### config.mk
export PLATFORM = sky130hd
export DESIGN_NAME = oes_ctrl
export DESIGN_NICKNAME = d
export VERILOG_FILES = /design/src/oes_pkg.sv /design/src/oes_ctrl.sv
export SDC_FILE = /design/constraint.sdc
export NUM_CORES = 1
export LEC_CHECK = 0
export ABC_CLOCK_PERIOD_IN_PS = 2600
export BUFFER_PORTS_ARGS = -buffer_cell sky130_fd_sc_hd__buf_2
export CAP_MARGIN = 25
export CORE_AREA = 5 5 42 44
export DETAILED_ROUTE_END_ITERATION = 6
export DIE_AREA = 0 0 47 49
export PLACE_DENSITY = 0.6
export RECOVER_POWER = 50
export SLEW_MARGIN = 40
export SYNTH_ARGS = -nofsm -noshare
export SYNTH_HDL_FRONTEND = slang
export SYNTH_SLANG_ARGS = --single-unit
### constraint.sdc
create_clock -name clk -period 2.6 [get_ports clk]
set_input_delay 0 -clock clk [delete_from_list [all_inputs] [get_ports clk]]
set_output_delay 0 -clock clk [all_outputs]
set_load 0.1 [all_outputs]
### src/oes_pkg.sv
// Shared types and codes for the odd-only sieve.
// Used by oes_ctrl, oes_dp and the top level.
package oes_pkg;

  localparam logic CMD_START = 1'b0;
  localparam logic CMD_NEXT  = 1'b1;

  typedef enum logic [2:0] {
    S_IDLE,
    S_CLEAR,
    S_SCAN_RD,
    S_SCAN_CHK,
    S_MARK,
    S_DONE
  } state_t;

  typedef struct packed {
    logic start_load;
    logic clr_step;
    logic scan_rd;
    logic scan_adv;
    logic take;
    logic mark_step;
    logic res_start;
    logic res_hit;
    logic res_miss;
    logic emit;
  } ctrl_t;

  typedef struct packed {
    logic clr_done;
    logic scan_end;
    logic marked;
    logic mark_needed;
    logic mark_done;
    logic out_free;
  } status_t;

endpackage

### src/oes_ctrl.sv
// Sequencer for the sieve: start/clear, scan, mark and result beat.
// Depends on oes_pkg; drives oes_dp through ctrl_t, reads status_t.
module oes_ctrl
  import oes_pkg::*;
(
  input  logic    clk,
  input  logic    rst,
  input  logic    req_valid,
  output logic    req_stall,
  input  logic    cmd,
  input  status_t status,
  output ctrl_t   ctrl
);

  state_t state, state_next;

  always_ff @(posedge clk) begin
    if (rst) begin
      state <= S_IDLE;
    end else begin
      state <= state_next;
    end
  end

  assign req_stall = (state != S_IDLE);

  always_comb begin
    ctrl       = '0;
    state_next = state;
    unique case (state)
      S_IDLE: begin
        if (req_valid) begin
          if (cmd == CMD_START) begin
            ctrl.start_load = 1'b1;
            state_next      = S_CLEAR;
          end else begin
            state_next = S_SCAN_RD;
          end
        end
      end
      S_CLEAR: begin
        if (status.clr_done) begin
          ctrl.res_start = 1'b1;
          state_next     = S_DONE;
        end else begin
          ctrl.clr_step = 1'b1;
        end
      end
      S_SCAN_RD: begin
        if (status.scan_end) begin
          ctrl.res_miss = 1'b1;
          state_next    = S_DONE;
        end else begin
          ctrl.scan_rd = 1'b1;
          state_next   = S_SCAN_CHK;
        end
      end
      S_SCAN_CHK: begin
        if (status.marked) begin
          ctrl.scan_adv = 1'b1;
          state_next    = S_SCAN_RD;
        end else if (status.mark_needed) begin
          ctrl.take  = 1'b1;
          state_next = S_MARK;
        end else begin
          ctrl.res_hit = 1'b1;
          state_next   = S_DONE;
        end
      end
      S_MARK: begin
        if (status.mark_done) begin
          ctrl.res_hit = 1'b1;
          state_next   = S_DONE;
        end else begin
          ctrl.mark_step = 1'b1;
        end
      end
      S_DONE: begin
        if (status.out_free) begin
          ctrl.emit  = 1'b1;
          state_next = S_IDLE;
        end
      end
      default: begin
        state_next = S_IDLE;
      end
    endcase
  end

endmodule

==> metrics.yaml <==
global_route:
  grt_pass1_vias: 380
  antenna_found_initial: 0
  grt_usage_pct: 9.01
  grt_max_degree: 19
  grt_pass1_wl_um: 1550
  overflow: 0
clock_tree:
  cts_made_buffers: 3
  ctsHoldBuffers: 0
  cts_resized: 0
  cts_max_level: 1
  root_buffer: "clkbuf_4"
  clock_sinks: 3
  cts_tree: "done"
  clockBufferDepth: 2
  post-cts-setup-buffers: 0
  path_clk_slew_ps: 40
  clk_latency_ps: 240
critical_path:
  path_max_fanout: 11
  critPathKind: "reg2out"
  worstPathArrival_ps: 2010
  crit_path_start_kind: "flip-flop"
  worstSetupEndpointType: "primary output"
  crit_required_ps: 2600
synthesis:
  syn-mean-instance-area_um2: 7.41
  seq_area_frac_synth_pct: 15.9
  synth_warnings: 0
  synth-seq-cells: 3
  syn-cell-area_um2: 378
  syn_inst: 51
  synthDistinctLibCells: 29
  syn-num-nets: 61
sta:
  slew_violations: 0
  final-hold-violation-count: 0
  rsz0062_at_grt: "false"
  tns_ps: 0
  clock_skew_ps: 4.46
  min_period_over_period_pct: 77.2
  min_period_ps: 2010
  fmax_mhz: 498
  tightest_slew_ps: 1170
  setup_violations: 0
  slew_headroom_pct: 22.6
  worst_slack_ps: 594
placed_design:
  io_buffers: 20
  gp_routability_congestion: 0.760
  pre_cts_slack_ps: 910
  place_hpwl_um: 733
floorplanning:
  die_w_um: 47
  dieArea_mm2: 0.00230
  core_area_mm2: 0.00140
  num_rows: 14
  ioPinCount: 21
  die_h_um: 49
  start_util_pct: 27.0
power:
  leakagePower_nw: 0.224
  total_power_w: 0.000737
  power.density_mw_per_mm2: 1460
  ir_drop_v: 0.000886
finish:
  reg_top3: "state x3"
  fin_nets: 82
  register_area_um2: 60.1
  area_growth_pct: 33.4
  multi_input_area_um2: 292
  drive_gt1_share_pct: 42.3
  regMostFlops: "state"
  num_antenna_cells: 0
  fillCellCount: 160
  largest_register_ffs: 3
run_status:
  outcome: "finished clean"
job:
  cap_violations: 0
detailed_routing:
  vias: 425
  vias_per_cell: 4.89
  routed_wl_um: 932
  wire_per_inst_um: 10.7
  firstDrtPassIters: 2
  ant_nets: 0
  drc: 0
  drtIter0Drc: 5
hold_path:
  hold_path.class: "in2reg"
[power by group]
part,internal [W],switching [W],leakage (nW)
Clock,0.0000576,0.0000254,0.0150
Sequential,0.0000658,0.0000712,0.0247
Combinational,0.000123,0.000394,0.184
Total,0.000247,0.000491,0.224
[layout make-up]
cell class | instances | area share [%]
clock buffers | 4 | 5.21
inverters | 3 | 2.23
repair buffers | 20 | 18.9
well taps | 16 | 3.97
flip-flops and latches | 3 | 11.9
multi-input cells | 41 | 57.8
[cell families (layout without fill, tap and decap cells)]
group | count (synthesis) | count (layout) | synth area share, %
AND/OR/NAND/NOR | 27 | 27 | 48.7
AO/OA/AOI/OAI | 13 | 13 | 21.2
buffers and inverters | 7 | 27 | 11.6
flip-flops | 3 | 3 | 15.9
multiplexers | 1 | 1 | 2.65
[metrics by stage]
| step | instance area [um2] | utilization [%] | hold slack (ps) | std cells |
|---|---|---|---|---|
| floorplan | 409 | - | 114 | 51 |
| global placement | 497 | 35.4 | 272 | 83 |
| detailed placement | 497 | 35.4 | 277 | 83 |
| CTS | 523 | 37.3 | 28.8 | 87 |
| global route | 504 | 36.0 | 42.9 | 87 |
| finish | 504 | 36.0 | 28.8 | 87 |
[worst paths after layout]
path              end      from  cells past startpoint  slack, ps
max           ctrl[4]  state[2]                      3        590
min          state[2]       rst                      2         30
max reg2reg  state[2]  state[1]                      4       1210
min reg2reg  state[1]  state[2]                      1        680
[worst max-delay path: stages (launching register included)]
cell      delay (ps)
dfxtp_1          560
nand2b_1         200
nor3_2           130
clkbuf_1         870
[Yosys cell counts (all sizes together)]
cell type	instances	share of area [%]
dfxtp	3	16
o22ai	1	1.7
nand2b	4	8.6
nor3	5	9.3
nor2	4	4.0
and4bb	1	3.3
nor2b	1	2.3
a31oi	2	3.3
nand3b	1	3.0
a21oi	5	7.6
nand2	4	4.6
buf	4	8.6
and3	1	1.7
nor4b	1	2.3
inv	3	3.0
o31ai	1	2.0
nor3b	2	4.0
o211ai	2	4.0
and3b	1	2.3
o21ai	2	2.6
or2b	1	2.0
mux2i	1	2.6
nand3	1	1.3
[layer usage]
metal / up-vias / global-route usage, % / share of wire (%)
met3: 2 / 0.738 / 6.4
met4: 0 / 6.91 / 1.7
li1: 221 / - / -
met1: 186 / 11.8 / 46
met2: 16 / 12.9 / 45
met5: - / 0 / 0
[placed cells by master, fill, tap and decap left out]
cell type and n:
buf_2 16, a21oi_1 5, clkbuf_1 5, nor3_2 4
nand2_1 4, nand2b_1 4, nor2_1 4, inv_1 3
clkbuf_4 3, dfxtp_1 3, nor3b_2 2, a31oi_1 2
o211ai_1 2, and4bb_2 1, nor4b_2 1, nor2b_2 1
o31ai_2 1, and3_1 1, and3b_1 1, o21ai_1 1
nor3_1 1, or2b_1 1, o21ai_0 1, nand3_1 1
nand3b_2 1, mux2i_1 1, o22ai_1 1
(Power assumes the default switching activity.)
